==> src/hw/rtl/pht_pkg.sv <==
package pht_pkg;

  localparam int unsigned STAMP_W  = 33;
  localparam int unsigned LEN_W    = 6;
  localparam int unsigned CNT_W    = 4;
  localparam int unsigned TDATA_W  = 80;

  localparam logic [LEN_W-1:0] LEN_MAX     = 6'd63;
  localparam logic [CNT_W-1:0] STAMP_BYTES = 4'd5;

  // header status codes
  localparam logic [1:0] ST_PTS_ONLY = 2'd0;
  localparam logic [1:0] ST_PTS_DTS  = 2'd1;
  localparam logic [1:0] ST_NO_STAMP = 2'd2;

  // flag byte high nibbles
  localparam logic [3:0] FLAG_PTS     = 4'h2;
  localparam logic [3:0] FLAG_PTS_DTS = 4'h3;

  typedef struct packed {
    logic       start;
    logic [7:0] data;
  } pht_item_t;

  typedef struct packed {
    logic [LEN_W-1:0]   header_length;
    logic [1:0]         header_status;
    logic               dts_present;
    logic               pts_present;
    logic [STAMP_W-1:0] dts_ticks;
    logic [STAMP_W-1:0] pts_ticks;
  } pht_result_t;

  // folds one timestamp byte into the accumulator, marker bits dropped
  function automatic logic [STAMP_W-1:0] take_stamp_byte(
    input logic [STAMP_W-1:0] acc,
    input logic [CNT_W-1:0]   k,
    input logic [7:0]         b
  );
    logic [STAMP_W-1:0] r;
    if (k == 4'd0) begin
      r = {30'd0, b[3:1]};
    end else if (k == 4'd1 || k == 4'd3) begin
      r = {acc[STAMP_W-9:0], b};
    end else begin
      r = {acc[STAMP_W-8:0], b[7:1]};
    end
    return r;
  endfunction

endpackage

==> src/hw/rtl/pht_parse.sv <==
module pht_parse (
  input  logic                clk,
  input  logic                rst,
  input  logic                step,
  input  pht_pkg::pht_item_t  item,
  output logic                emit,
  output pht_pkg::pht_result_t result
);
  import pht_pkg::*;

  localparam logic [2:0] PH_IDLE = 3'd0;
  localparam logic [2:0] PH_LEAD = 3'd1;
  localparam logic [2:0] PH_STD2 = 3'd2;
  localparam logic [2:0] PH_FLAG = 3'd3;
  localparam logic [2:0] PH_PTS  = 3'd4;
  localparam logic [2:0] PH_DTS  = 3'd5;

  logic [2:0]         phase, phase_next;
  logic [CNT_W-1:0]   count, count_next;
  logic [STAMP_W-1:0] pts, pts_next;
  logic [STAMP_W-1:0] dts, dts_next;
  logic [LEN_W-1:0]   consumed, consumed_next;
  logic               both, both_next;

  logic [2:0]         ph_eff;
  logic [CNT_W-1:0]   cnt_eff, cnt_inc;
  logic [STAMP_W-1:0] pts_eff, dts_eff;
  logic [LEN_W-1:0]   cons_eff;
  logic               both_eff;
  logic [7:0]         b;
  logic [1:0]         status;

  always_comb begin
    b        = item.data;
    // a start byte drops whatever header was in progress
    ph_eff   = item.start ? PH_LEAD : phase;
    cnt_eff  = item.start ? '0 : count;
    pts_eff  = item.start ? '0 : pts;
    dts_eff  = item.start ? '0 : dts;
    cons_eff = item.start ? '0 : consumed;
    both_eff = item.start ? 1'b0 : both;
    cnt_inc  = cnt_eff + 4'd1;

    phase_next    = ph_eff;
    count_next    = cnt_eff;
    pts_next      = pts_eff;
    dts_next      = dts_eff;
    both_next     = both_eff;
    consumed_next = (cons_eff == LEN_MAX) ? cons_eff : cons_eff + 6'd1;
    emit          = 1'b0;
    status        = ST_NO_STAMP;

    unique case (ph_eff) inside
      PH_IDLE: begin
        consumed_next = cons_eff;
      end
      PH_LEAD, PH_FLAG: begin
        if (ph_eff == PH_LEAD && b[7]) begin
          phase_next = PH_LEAD;
        end else if (ph_eff == PH_LEAD && b[7:6] == 2'b01) begin
          phase_next = PH_STD2;
        end else if (b[7:4] == FLAG_PTS || b[7:4] == FLAG_PTS_DTS) begin
          both_next  = (b[7:4] == FLAG_PTS_DTS);
          pts_next   = take_stamp_byte('0, 4'd0, b);
          count_next = 4'd1;
          phase_next = PH_PTS;
        end else begin
          emit   = 1'b1;
          status = ST_NO_STAMP;
        end
      end
      PH_STD2: begin
        phase_next = PH_FLAG;
      end
      PH_PTS: begin
        pts_next   = take_stamp_byte(pts_eff, cnt_eff, b);
        count_next = cnt_inc;
        if (cnt_inc >= STAMP_BYTES) begin
          if (both_eff) begin
            count_next = '0;
            phase_next = PH_DTS;
          end else begin
            emit   = 1'b1;
            status = ST_PTS_ONLY;
          end
        end
      end
      PH_DTS: begin
        dts_next   = take_stamp_byte(dts_eff, cnt_eff, b);
        count_next = cnt_inc;
        if (cnt_inc >= STAMP_BYTES) begin
          emit   = 1'b1;
          status = ST_PTS_DTS;
        end
      end
      default: begin
        phase_next    = PH_IDLE;
        consumed_next = cons_eff;
      end
    endcase

    if (emit) begin
      phase_next = PH_IDLE;
      count_next = '0;
    end

    result.pts_present   = (status == ST_PTS_ONLY) || (status == ST_PTS_DTS);
    result.dts_present   = (status == ST_PTS_DTS);
    result.pts_ticks     = result.pts_present ? pts_next : '0;
    result.dts_ticks     = result.dts_present ? dts_next : '0;
    result.header_status = status;
    result.header_length = consumed_next;
  end

  always_ff @(posedge clk) begin
    if (rst) begin
      phase    <= PH_IDLE;
      count    <= '0;
      pts      <= '0;
      dts      <= '0;
      consumed <= '0;
      both     <= 1'b0;
    end else if (step) begin
      phase    <= phase_next;
      count    <= count_next;
      pts      <= pts_next;
      dts      <= dts_next;
      consumed <= consumed_next;
      both     <= both_next;
    end
  end

endmodule

==> src/hw/rtl/pes_header_timestamp_parser.sv <==
// pes header timestamp parser, one header byte per request
// path: an accepted byte waits in the input register, is parsed as the stage steps, and its
//   result is loaded into the result register and shown on m_tvalid
// throughput: one byte per cycle when not stalled by m_tready, single parse stage in between
// reset: synchronous active-high rst empties both registers and returns the parser to idle
module pes_header_timestamp_parser (
  input  logic        clk,
  input  logic        rst,
  // byte stream in
  input  logic        s_tvalid,
  output logic        s_tready,
  input  logic [7:0]  s_tdata,   // [7:0] data_byte
  input  logic        s_tuser,   // [0] header_start
  // one result per completed header
  output logic        m_tvalid,
  input  logic        m_tready,
  output logic [79:0] m_tdata    // [32:0] pts_ticks, [65:33] dts_ticks, [66] pts_present,
                                 // [67] dts_present, [69:68] header_status,
                                 // [75:70] header_length, [79:76] zero
);
  import pht_pkg::*;

  // input register
  logic        in_valid;
  pht_item_t   in_item;

  // parse stage outputs
  logic        advance;
  logic        step;
  logic        emit;
  pht_result_t result;

  // the parse stage moves whenever the result register is empty or being drained
  assign advance  = !m_tvalid || m_tready;
  assign step     = in_valid && advance;
  // take a new byte when the input register is empty or the held one is about to move on
  assign s_tready = !in_valid || advance;

  always_ff @(posedge clk) begin
    if (rst) begin
      in_valid <= 1'b0;
    end else if (s_tvalid && s_tready) begin
      in_valid <= 1'b1;
    end else if (advance) begin
      in_valid <= 1'b0;
    end
  end

  // payload, no reset needed
  always_ff @(posedge clk) begin
    if (s_tvalid && s_tready) begin
      in_item.data  <= s_tdata;
      in_item.start <= s_tuser;
    end
  end

  pht_parse u_parse (
    .clk    (clk),
    .rst    (rst),
    .step   (step),
    .item   (in_item),
    .emit   (emit),
    .result (result)
  );

  // result register: loaded only when a header completes
  always_ff @(posedge clk) begin
    if (rst) begin
      m_tvalid <= 1'b0;
    end else if (advance) begin
      m_tvalid <= step && emit;
    end
  end

  always_ff @(posedge clk) begin
    if (advance && step && emit) begin
      m_tdata <= {4'd0, result.header_length, result.header_status, result.dts_present,
                  result.pts_present, result.dts_ticks, result.pts_ticks};
    end
  end

endmodule

==> config.mk <==
export PLATFORM = sky130hd
export DESIGN_NAME = pes_header_timestamp_parser
export DESIGN_NICKNAME = d
export VERILOG_FILES = /design/src/hw/rtl/pht_pkg.sv /design/src/hw/rtl/pht_parse.sv /design/src/hw/rtl/pes_header_timestamp_parser.sv
export SDC_FILE = /design/constraint.sdc
export NUM_CORES = 1
export LEC_CHECK = 0
export BUFFER_PORTS_ARGS = -buffer_cell sky130_fd_sc_hd__buf_4
export CELL_PAD_IN_SITES_DETAIL_PLACEMENT = 1
export CELL_PAD_IN_SITES_GLOBAL_PLACEMENT = 1
export CORE_ASPECT_RATIO = 1.75
export CORE_MARGIN = 3
export CORE_UTILIZATION = 40
export DETAILED_ROUTE_END_ITERATION = 6
export PLACE_DENSITY = 0.79
export SYNTH_ARGS = -nofsm -noshare
export SYNTH_HDL_FRONTEND = slang
export SYNTH_HIERARCHICAL = 1
export SYNTH_SLANG_ARGS = --single-unit
==> constraint.sdc <==
create_clock -name clk -period 8.4 [get_ports clk]
set_input_delay 0.42 -clock clk [delete_from_list [all_inputs] [get_ports clk]]
set_output_delay 0.42 -clock clk [all_outputs]
set_load 0.03 [all_outputs]
* Word-level counts from Yosys, hierarchy flattened
Index checks and enable logic that the tools add are counted.
** Word-level totals
- Register bits :: 167
- Bits in latches :: 0
- RAM bits :: 0
- ROM bits :: 0
- Output and inout bits :: 82
- Memories kept :: 0
** Cells by class
- Add/subtract/negate cells :: 2
- $mul :: 0
- Divide/modulo/power cells :: 0
- Magnitude comparators :: 1
- Eq/ne operators :: 12
- Shift-type cells :: 0
- Multiplexer cells :: 48
- Bitwise gates (word level) :: 0
- Reductions and logical operators :: 21
** Operators by type and width (number)
- 2-to-1 mux 33 bit :: 10
- case mux 33 bit (2 select lines) :: 1
- 2-to-1 mux 4 bit :: 7
- 2-to-1 mux 3 bit :: 7
- 2-to-1 mux 6 bit :: 3
- 2-to-1 mux 1 bit :: 13
- == test 4 x 2 -> 1 bit, second input constant :: 3
- case mux 3 bit (4 select lines) :: 1
- case mux 4 bit (3 select lines) :: 1
- logical AND 1 bit :: 7
- adder 6 x 1 -> 6 bit, second input constant :: 1
- == test 3 x 2 -> 1 bit, second input constant :: 2
- == test 3 bit, second input constant :: 2
- == test 6 bit, second input constant :: 1
- 2-to-1 mux 2 bit :: 3
- logical OR 1 bit :: 5
- OR reduction 5 bit :: 1
- adder 4 x 1 -> 4 bit, second input constant :: 1
- == test 2 x 1 -> 1 bit, second input constant :: 2
- == test 4 x 1 -> 1 bit, second input constant :: 1
- greater-or-equal comparator 4 x 3 -> 1 bit, second input constant :: 1
- logical NOT 4 bit :: 1
- case mux 2 bit (2 select lines) :: 1
- OR reduction 2 bit :: 2
- other kinds (6) :: 7

* Logic depth before layout (Yosys ltp)
Gate-level depths: netlist of run 1.
- Depth after elaboration :: 7
- Depth in mapped cells :: 13

* Modules after synthesis
The synthesis of run 1 kept the hierarchy.
** Modules (own cells, without submodules)
- pht_parse :: times used 1, cells each 627, area each 4710.8 µm²
- pes_header_timestamp_parser :: times used 1, cells each 101, area each 2688.8 µm²

* Worst setup path before layout of run 1
Ideal clock, no wire load.
- Kind :: flip-flop to flip-flop
- Start :: register in_item[8] (netlist name)
- End :: register m_tdata[0], enable pin
- Arrival time :: 5.301 ns
- Data required time :: 7.880 ns
- Path slack :: 2.579 ns
- Stages on the path, launching flop included :: 13
- Path buffers :: 2
- Period minus slack after synthesis :: 5.821 ns
- Path through :: edfxtp_1 > buf_6 > buf_2 > inv_1 > nand2_1 > inv_1 > ha_1 > nand2_1 > mux2i_1 > o21ai_1 > nand2_1 > nand2_1 > nor2b_1
** On the way
- Cells in the longest elaborated chain, start to end :: 7
- Elaborated cells on any way between the ends :: 19
** RTL lines
- start: declaration :: RTL line pes_header_timestamp_parser.sv:25 : pht_item_t in_item;
- branches (longest 5 deep; another with adder 4 x 1 -> 4 bit)
- case mux 1 bit (3 select lines) (*) :: RTL line pht_parse.sv:53 : unique case (ph_eff) inside
- net emit :: RTL line pes_header_timestamp_parser.sv:30 : logic emit;
- logical AND 1 bit (*) :: RTL line pes_header_timestamp_parser.sv:76 : if (advance && step && emit) begin
- end signal: assignment :: RTL line pes_header_timestamp_parser.sv:77 : m_tdata <= {4'd0, result.header_length, result.header_status, result.dts_present,
- end: declaration :: RTL line pes_header_timestamp_parser.sv:17 : output logic [79:0] m_tdata
Mark *: on every way through the listed nets, which the timed path passes.
A chain may end at the register's enable or synchronous reset.

* Worst setup path in the final report of run 1
- Start :: register in_item[8] (netlist name)
- End :: register m_tdata[42], enable pin
Same word-level chain as after synthesis.

==> results of run 1 <==
-- worst paths after layout --
check | startpoint | end | cells past startpoint
setup / recovery | in_item[8] | m_tdata[42] | 10
setup reg to reg | in_item[8] | m_tdata[42] | 10
hold reg to reg | u_parse/pts[28] | u_parse/pts[28] | 2
hold / removal | s_tdata[6] | in_item[6] | 1
-- per-stage QoR --
step                      total power, mW  instances  hold WS (ns)
after global placement              0.933       1002         0.470
after global routing                 1.75       1034         0.149
after CTS                            1.71       1034         0.149
after floorplan                     0.912        731         0.455
after detailed placement            0.936       1002         0.492
final                                1.69       1034         0.167
-- placed cells by master, fill, tap and decap left out, types with 3 or more instances in the layout --
master	instances
a32o_1	3
nand4_1	4
edfxtp_1	85
a31oi_1	3
nand2b_1	7
o21ai_0	32
a2bb2oi_1	33
xnor2_1	3
a22oi_1	26
nor2_1	136
inv_1	13
a222oi_1	3
ha_1	4
conb_1	4
and2_1	5
clkbuf_16	17
dfxtp_1	75
nor2b_1	9
a211oi_1	4
buf_4	100
nand3_1	34
inv_6	6
o21ai_1	3
a21oi_1	66
nand2_1	21
mux2i_1	34
-- routing by layer --
| metal | GRT usage | routed length [um] |
|---|---|---|
| met1 | 0.215 | 7290 |
| met3 | 0.0309 | 637 |
| met4 | 0.105 | 643 |
| met5 | 0 | 0 |
| met2 | 0.384 | 11500 |
-- power breakdown --
group | switching, mW | internal [mW] | leakage [nW]
clock | 0.323 | 0.452 | 0.286
combinational | 0.0549 | 0.0268 | 1.33
sequential | 0.0113 | 0.826 | 1.49
total | 0.389 | 1.30 | 3.10
-- area by class of cell --
cell class | instances | area (um2)
Sequential cell | 160 | 4050
Multi-Input combinational cell | 495 | 3010
Clock inverter | 13 | 150
Tap cell | 234 | 293
Inverter | 13 | 48.8
Fill cell | 2011 | 9390
Clock buffer | 19 | 443
Timing Repair Buffer | 100 | 751
-- worst reg2reg max path, delay by kind of cell, from the launching register on --
family                   cells  cell delay (ns)
buffers and inverters        3             1.10
adder cells (fa/ha/maj)      1             0.26
multiplexers                 1             0.42
AO/OA/AOI/OAI                1             0.13
AND/OR/NAND/NOR              4             0.64
flip-flops                   1             0.99
-- logic make-up after synthesis --
logic type / share of synthesized area
AOI/OAI and AO/OA: 0.186
xor gates and xnor gates: 0.00474
adders and majority gates: 0.00676
buffers and inverters: 0.0499
DFF: 0.548
muxes: 0.0475
other: 0.000507
and+or+nand+nor: 0.157
-- synthesized netlist by cell type (3+ instances only) --
cell	number	share of area
nand3_1	34	0.023
nand2b_1	7	0.0059
a211oi_1	4	0.0041
buf_2	13	0.0088
xnor2_1	3	0.0036
mux2i_1	34	0.046
edfxtp_1	85	0.34
a2bb2oi_1	33	0.039
buf_6	5	0.0076
a222oi_1	3	0.0041
a21oi_1	66	0.045
o21ai_1	3	0.0020
and2_1	6	0.0051
a32o_1	3	0.0041
buf_4	8	0.0081
nand4_1	4	0.0034
nand2_1	21	0.011
o21ai_0	34	0.023
clkbuf_1	36	0.018
a22oi_1	26	0.026
dfxtp_1	75	0.20
inv_1	13	0.0066
nor2_1	137	0.069
a31oi_1	3	0.0025
nor2b_1	10	0.0085
ha_1	4	0.0068
-- registers in the layout (all words and copies together), names as in the netlist --
signal,cells
u_parse/dts,26
u_parse/both,1
in_valid,1
in_item,9
u_parse/pts,33
u_parse/consumed,6
m_tdata,76
m_tvalid,1
u_parse/count,4
u_parse/phase,3
==> flow_summary.ini, run 1 <==
[run_status]
status = finished clean

[synthesis]
synth_seq_cells = 160
synth_cell_type_count = 73
syn_area_um2 = 7400
synthCells = 728
synth_ff_type = edfxtp_1
yosysSeqAreaShare = 0.548
syn_avg_cell_area_um2 = 10.2
synth_edf_count = 85
synth-async-reset-ratio = 0
yosysWarningCount = 6

[grt]
grt_max_degree = 77
grt_usage = 0.204
grt_overflow_total = 0
grt_pass1_vias = 6122
grt_pass1_wl_um = 32100
antenna_found_initial = 0

[cts]
post_cts_buffers = 0
cts_buffers = 17
clock_path_buffers = 2
cts_tree = yes
insertion_delay_ns = 0.42
path_clk_slew_ns = 0.07
root_buffer = clkbuf_16
cts_hold_buf = 0
cts_sinks = 160
cts_resized = 0
h-tree-depth = 4

[sta]
setup_tns_ns = 0
hold_viol = 0
timing.final.crit_share = 0.475
period_minus_slack_ns = 3.99
max_freq_ghz = 0.251
setup_viol = 0
maxSlewHeadroom = 0.330
finalWorstSetupSlack_ns = 4.41
tightest_slew_ns = 1.01
clock_skew_ns = 0.0116
maxSlewViolCount = 0
rsz0062_at_grt = no

[critical_path]
critPathBufInv = 3
timing.critical_path.max_delay_family = buffers and inverters
crit_path_frequent_cell = nand2_1
crit_path_cell_trace = inv_1 -> nand2_1 -> inv_1 -> ha_1 -> mux2i_1 -> o21ai_2 -> nand2_1 -> nand2_1 -> nor2b_4 -> buf_4
setup.worst_path.end_class = flop
r2r_slack_ns = 4.41
arrival_ns = 4.03
critPathLaunchType = flop
required_ns = 8.45
path_max_fanout = 70
path_class = flop to flop
crit_path_top_delay_cell = edfxtp_1
crit_path_max_incr_delay_ns = 0.99

[cells_and_area]
fin_area_um2 = 8750
layout-drive-gt1-share = 0.193
fin_nets = 804
area_growth_pct = 18.3
n_antenna_cell = 0
utilization = 0.483

[routing]
drcViolationCount = 0
viasPerCell = 5.69
final_antenna_net_count = 0
routedWlPerCell_um = 19.4
drt-pass1-iter-count = 5
vias = 5887
drt_iter0_drc = 384
wl_um = 20100

[power]
leakage_nw = 3.10
peakVddDrop_mv = 0.114
p_per_area_nw_per_um2 = 194

[placement]
place_ws_ns = 4.40
placed_area_um2 = 8160
dp_hpwl_um = 13900
place.port_buffers = 90
globalplace.congestion = 0.829

[worst_hold_path]
hp-class = input port to flop

[floorplanning]
chipWidth_um = 109
initial_core_util = 0.408
num_rows = 65
fp.coreArea_um2 = 18100
dieArea_um2 = 20200
dieHeight_um = 186
ios = 95

[job]
max-cap-violations = 0
(Power assumes the default switching activity.)
==> run 2: changes to the inputs <==
==> constraint.sdc (replaced) <==
create_clock -name clk -period 4.1 [get_ports clk]
set_input_delay 0.205 -clock clk [delete_from_list [all_inputs] [get_ports clk]]
set_output_delay 0.205 -clock clk [all_outputs]
set_load 0.03 [all_outputs]
==> run 2 against run 1 <==
Net effect:
- sequential power increased by 100%
- worst hold slack got worse by 0.14 ns
- non-clock buffer count increased by 12
- largest cell class unchanged
- highest routed layer unchanged
==> flow_summary.ini, run 2 (synthesis gave the netlist of run 1 again) <==
[run_status]
status = finished clean

[grt]
antenna_found_initial = 0
grt_max_degree = 77
grt_overflow_total = 0
grt_usage = 0.207
grt_use_met1 = 0.226
met3_usage = 0.0358
grt.busiest_layer = met2
grt_pass1_wl_um = 32600
grt_pass1_vias = 6270
grtUsageMet2 = 0.387

[power]
clockPowerShare = 0.451
intPower_mw = 2.66
peakVddDrop_mv = 0.266
p_seq_frac = 0.497
comb_power_share = 0.053
p_per_area_nw_per_um2 = 390
swShare = 0.230
p_sw_uw = 795
leakage_nw = 3.14

[sta]
max_freq_ghz = 0.291
clock_skew_ns = 0.0149
maxSlewHeadroom = 0.226
setup_viol = 0
hold_viol = 0
setup_tns_ns = 0
tightest_slew_ns = 1.16
rsz0062_at_grt = no
timing.final.crit_share = 0.838
maxSlewViolCount = 0
period_minus_slack_ns = 3.43

[cells_and_area]
layout-drive-gt1-share = 0.190
utilization = 0.488
top_register = m_tdata
fin_nets = 816
area_growth_pct = 19.7
largest_reg_flops = 76
layout_commonest_cell = nor2_1
mostFrequentLayoutCells = nor2_1, buf_4, edfxtp_1
largestRegisters = m_tdata: 76 flops, u_parse/pts: 33 flops, u_parse/dts: 26 flops
n_antenna_cell = 0

[routing]
routedWlPerCell_um = 19.7
vias = 5977
viasPerCell = 5.71
final_antenna_net_count = 0
drt-pass1-iter-count = 5
drcViolationCount = 0
drt_iter0_drc = 360
wl_um = 20700

[critical_path]
arrival_ns = 3.59
path_class = flop to flop
required_ns = 4.26
reg2reg_depth = 9
critPathLaunchType = flop
setup.worst_path.end_class = flop
path_max_fanout = 31

[floorplanning]
num_rows = 65
ios = 95
dieArea_um2 = 20200
fp.coreArea_um2 = 18100
dieHeight_um = 186
initial_core_util = 0.408
chipWidth_um = 109

[cts]
clock_path_buffers = 2
h-tree-depth = 4
cts_buffers = 17
insertion_delay_ns = 0.43
cts_tree = yes
path_clk_slew_ns = 0.07
post_cts_buffers = 0
cts_sinks = 160
root_buffer = clkbuf_16

[placement]
place.port_buffers = 90
globalplace.congestion = 0.895
dp_hpwl_um = 13600

[job]
max-cap-violations = 0

[worst_hold_path]
hp-class = input port to flop
min_delay_path_depth = 3
[run 2: changes by cell type in the layout (fill, tap and decap cells not counted), moves of 2 or more]
cell           before  now
inv_6               6    3
dlygate4sd3_1       0    9
buf_4             100  102
clkbuf_1            1    3
[run 2: worst paths after layout]
check                        from              end  slack [ns]
setup / recovery       in_item[8]       m_tdata[5]        0.67
hold / removal           s_tvalid         in_valid        0.02
setup reg to reg       in_item[8]       m_tdata[5]        0.67
hold reg to reg   u_parse/pts[32]  u_parse/pts[32]        0.51
[run 2: per-stage QoR]
| step | hold slack (ns) | instance area, um2 | setup WS, ns | power, mW | cells |
|---|---|---|---|---|---|
| 6_report | 0.0247 | 8850 | 0.666 | 3.45 | 1046 |
| 5_1_grt | 0.0209 | 8850 | 0.389 | 3.56 | 1046 |
| 4_1_cts | 0.0174 | 8850 | 0.672 | 3.47 | 1046 |
| 3_5_place_dp | 0.385 | 8190 | 0.675 | 1.92 | 1005 |
| 3_3_place_gp | 0.385 | 8190 | 0.886 | 1.91 | 1005 |
| 2_1_floorplan | 0.274 | 7420 | 0.594 | 1.87 | 731 |
[run 2: repair_timing]
action | 4_1_cts | 5_1_grt
hold buffers | 9 | 0
hold endpoints to repair | 9 | 0
resized for setup | 0 | 0
[run 2: layer usage]
| metal | share of wire | vias up |
|---|---|---|
| li1 | - | 2772 |
| met1 | 0.39 | 3011 |
| met2 | 0.56 | 154 |
| met3 | 0.031 | 40 |
| met4 | 0.025 | 0 |
| met5 | 0 | - |
[run 2: worst max-delay path, stage by stage (launching register included)]
cell,delay (ns)
edfxtp_1,0.66
inv_1,0.27
nand2_1,0.11
inv_1,0.08
ha_1,0.25
nor2_1,0.12
nor2_4,0.87
mux2i_1,0.48
a2bb2oi_1,0.26
nor2_1,0.06
[run 2: area by class of cell]
type,count,area (um2)
multi-input cells,495,3010
repair buffers,112,876
fillers,2018,9280
clock inverters,12,135
well taps,234,293
flip-flops and latches,160,4050
inverters,13,48.8
clock buffers,20,437
[run 2: power groups by stage]
stage	clock network [mW]	logic (mW)	registers, mW
2_1_floorplan	0	0.121	1.75
6_report	1.56	0.181	1.71
4_1_cts	1.58	0.180	1.71
5_1_grt	1.65	0.195	1.71
3_5_place_dp	0	0.172	1.75
3_3_place_gp	0	0.166	1.75
==> run 3: changes to the inputs <==
--- a/config.mk
+++ b/config.mk
@@ -12,7 +12,7 @@
 export CORE_MARGIN = 3
 export CORE_UTILIZATION = 40
 export DETAILED_ROUTE_END_ITERATION = 6
-export PLACE_DENSITY = 0.79
+export PLACE_DENSITY = 0.82
 export SYNTH_ARGS = -nofsm -noshare
 export SYNTH_HDL_FRONTEND = slang
 export SYNTH_HIERARCHICAL = 1
==> constraint.sdc (replaced) <==
create_clock -name clk -period 2.9 [get_ports clk]
set_input_delay 0.145 -clock clk [delete_from_list [all_inputs] [get_ports clk]]
set_output_delay 0.145 -clock clk [all_outputs]
set_load 0.03 [all_outputs]
==> run 3 against run 2 <==
Net effect:
- fmax grew 26%
- global-route usage grew 0.55 points
- highest routed layer unchanged
- sequential power grew 42%
- sequential share of layout area shrank 0.83 points
- cell area grew 1.8%
- combinational power grew 54%
- final cell count grew 1.6%
- via count grew 1.4%
- first-iteration DRC count grew 14%
- worst hold slack gained 0.0023 ns
- power grew 40%
- count of clock-buffer cells in the layout shrank 2
==> flow_summary.ini, run 3 (synthesis gave the netlist of run 1 again) <==
[run_status]
status = finished clean

[placement]
dp_hpwl_um = 13800
placed_area_um2 = 8350
globalplace.congestion = 0.929
place.port_buffers = 90
place_ws_ns = 0.212

[critical_path]
critPathLaunchType = flop
crit_path_max_incr_delay_ns = 0.49
setup.worst_path.start = in_item[8]
path_class = flop to flop
arrival_ns = 2.88
crit_path_frequent_cell = nor2_1
timing.critical_path.max_delay_family = simple AND/OR/NAND/NOR gates
regToRegStartpoint = in_item[8]
path_max_fanout = 4
required_ns = 3.05
crit_path_top_delay_cell = edfxtp_1
critPathBufInv = 2
crit_path_cell_trace = nor2b_4 -> inv_1 -> ha_1 -> nor2_1 -> nor3_2 -> buf_4 -> and2_1 -> a222oi_1 -> nor2_1
setup.worst_path.end_class = flop

[cells_and_area]
area_growth_pct = 21.9
largestRegisters = m_tdata: 76 flops, u_parse/pts: 33 flops, u_parse/dts: 26 flops
n_antenna_cell = 0
mostFrequentLayoutCells = nor2_1, buf_4, edfxtp_1
layout_commonest_cell = nor2_1
fin_nets = 833
layout-drive-gt1-share = 0.216
fin_area_um2 = 9020
largest_reg_flops = 76
fill_cells = 2009
top_register = m_tdata

[cts]
cts_buffers = 17
h-tree-depth = 4
path_clk_slew_ns = 0.07
cts_sinks = 160
clock_path_buffers = 2
post_cts_buffers = 0
insertion_delay_ns = 0.43
cts_tree = yes
root_buffer = clkbuf_16

[routing]
final_antenna_net_count = 0
viasPerCell = 5.70
drt_iter0_drc = 409
drcViolationCount = 0
routedWlPerCell_um = 19.5
wl_um = 20800
vias = 6062
drt-pass1-iter-count = 5

[sta]
period_minus_slack_ns = 2.72
setup_viol = 0
hold_ws_ns = 0.0269
rsz0062_at_grt = no
clock_skew_ns = 0.00810
hold_viol = 0
maxSlewHeadroom = 0.428
tightest_slew_ns = 0.857
finalWorstSetupSlack_ns = 0.176
maxSlewViolCount = 0
max_freq_ghz = 0.367
timing.final.crit_share = 0.939

[job]
max-cap-violations = 0

[floorplanning]
chipWidth_um = 109
dieArea_um2 = 20200
fp.coreArea_um2 = 18100
dieHeight_um = 186
ios = 95
num_rows = 65
initial_core_util = 0.408

[grt]
grt_max_degree = 56
grt_pass1_vias = 6334
grt_pass1_wl_um = 33200
antenna_found_initial = 0
grt_overflow_total = 0
grt_usage = 0.213

[worst_hold_path]
hold_start = m_tready
hp-class = input port to flop

[power]
p_per_area_nw_per_um2 = 537
leakage_nw = 3.22
peakVddDrop_mv = 0.268
run 3: changes by cell type in the layout (fill, tap and decap cells not counted), sizes merged:
| cell | change |
|---|---|
| buf | +15 |
| bufinv | -1 |
| clkbuf | -2 |
| clkinv | +3 |
| clkinvlp | -1 |
| dlygate4sd3 | +1 |
| inv | +1 |
| nor2 | +1 |
run 3: per-stage QoR:
stage / power (mW) / TNS, ns / std cells / utilization
2_1_floorplan: 2.64 / -16.76 / 731 / -
3_3_place_gp: 2.72 / 0 / 1020 / 0.460
3_5_place_dp: 2.73 / 0 / 1020 / 0.460
4_1_cts: 4.88 / 0 / 1062 / 0.497
5_1_grt: 5.01 / 0 / 1063 / 0.497
6_report: 4.84 / 0 / 1063 / 0.497
run 3: final timing paths:
| path | end | slack (ns) | depth (start not counted) |
|---|---|---|---|
| worst min register to register | u_parse/consumed[0] | 0.50 | 2 |
| worst max-delay path | m_tdata[2] | 0.18 | 9 |
| worst max register to register | m_tdata[2] | 0.18 | 9 |
| worst min-delay path | in_valid | 0.03 | 3 |
run 3: layout make-up:
type / count / area [um2] / area share
Multi-Input combinational cell: 496 / 3060 / 0.339
Sequential cell: 160 / 4050 / 0.450
Clock buffer: 18 / 429 / 0.0476
Inverter: 13 / 51.3 / 0.00569
Tap cell: 234 / 293 / 0.0325
Clock inverter: 14 / 134 / 0.0148
Timing Repair Buffer: 128 / 998 / 0.111
run 3: metal layers:
metal | wire length (um) | GRT usage | vias up
met4 | 880 | 0.118 | 0
met3 | 689 | 0.0364 | 57
met1 | 7830 | 0.231 | 3028
met2 | 11400 | 0.385 | 161
met5 | 0 | 0 | -
li1 | - | - | 2816
run 3: repair_timing:
item                                    4_1_cts  5_1_grt
hold buffers                                 10        0
gates resized for setup                       0        0
endpoints found under the hold margin        10        0
endpoints found under the setup margin        0        4
run 3: power breakdown:
part / switching (mW) / internal [mW]
Clock: 0.955 / 1.19
Combinational: 0.180 / 0.0976
Sequential: 0.0246 / 2.39
run 3: tightest hold or removal path: cells and delay by family:
kind | cells | cell delay [ns]
AO/OA/AOI/OAI | 1 | 0.06
buffers and inverters | 1 | 0.09
AND/OR/NAND/NOR | 1 | 0.12
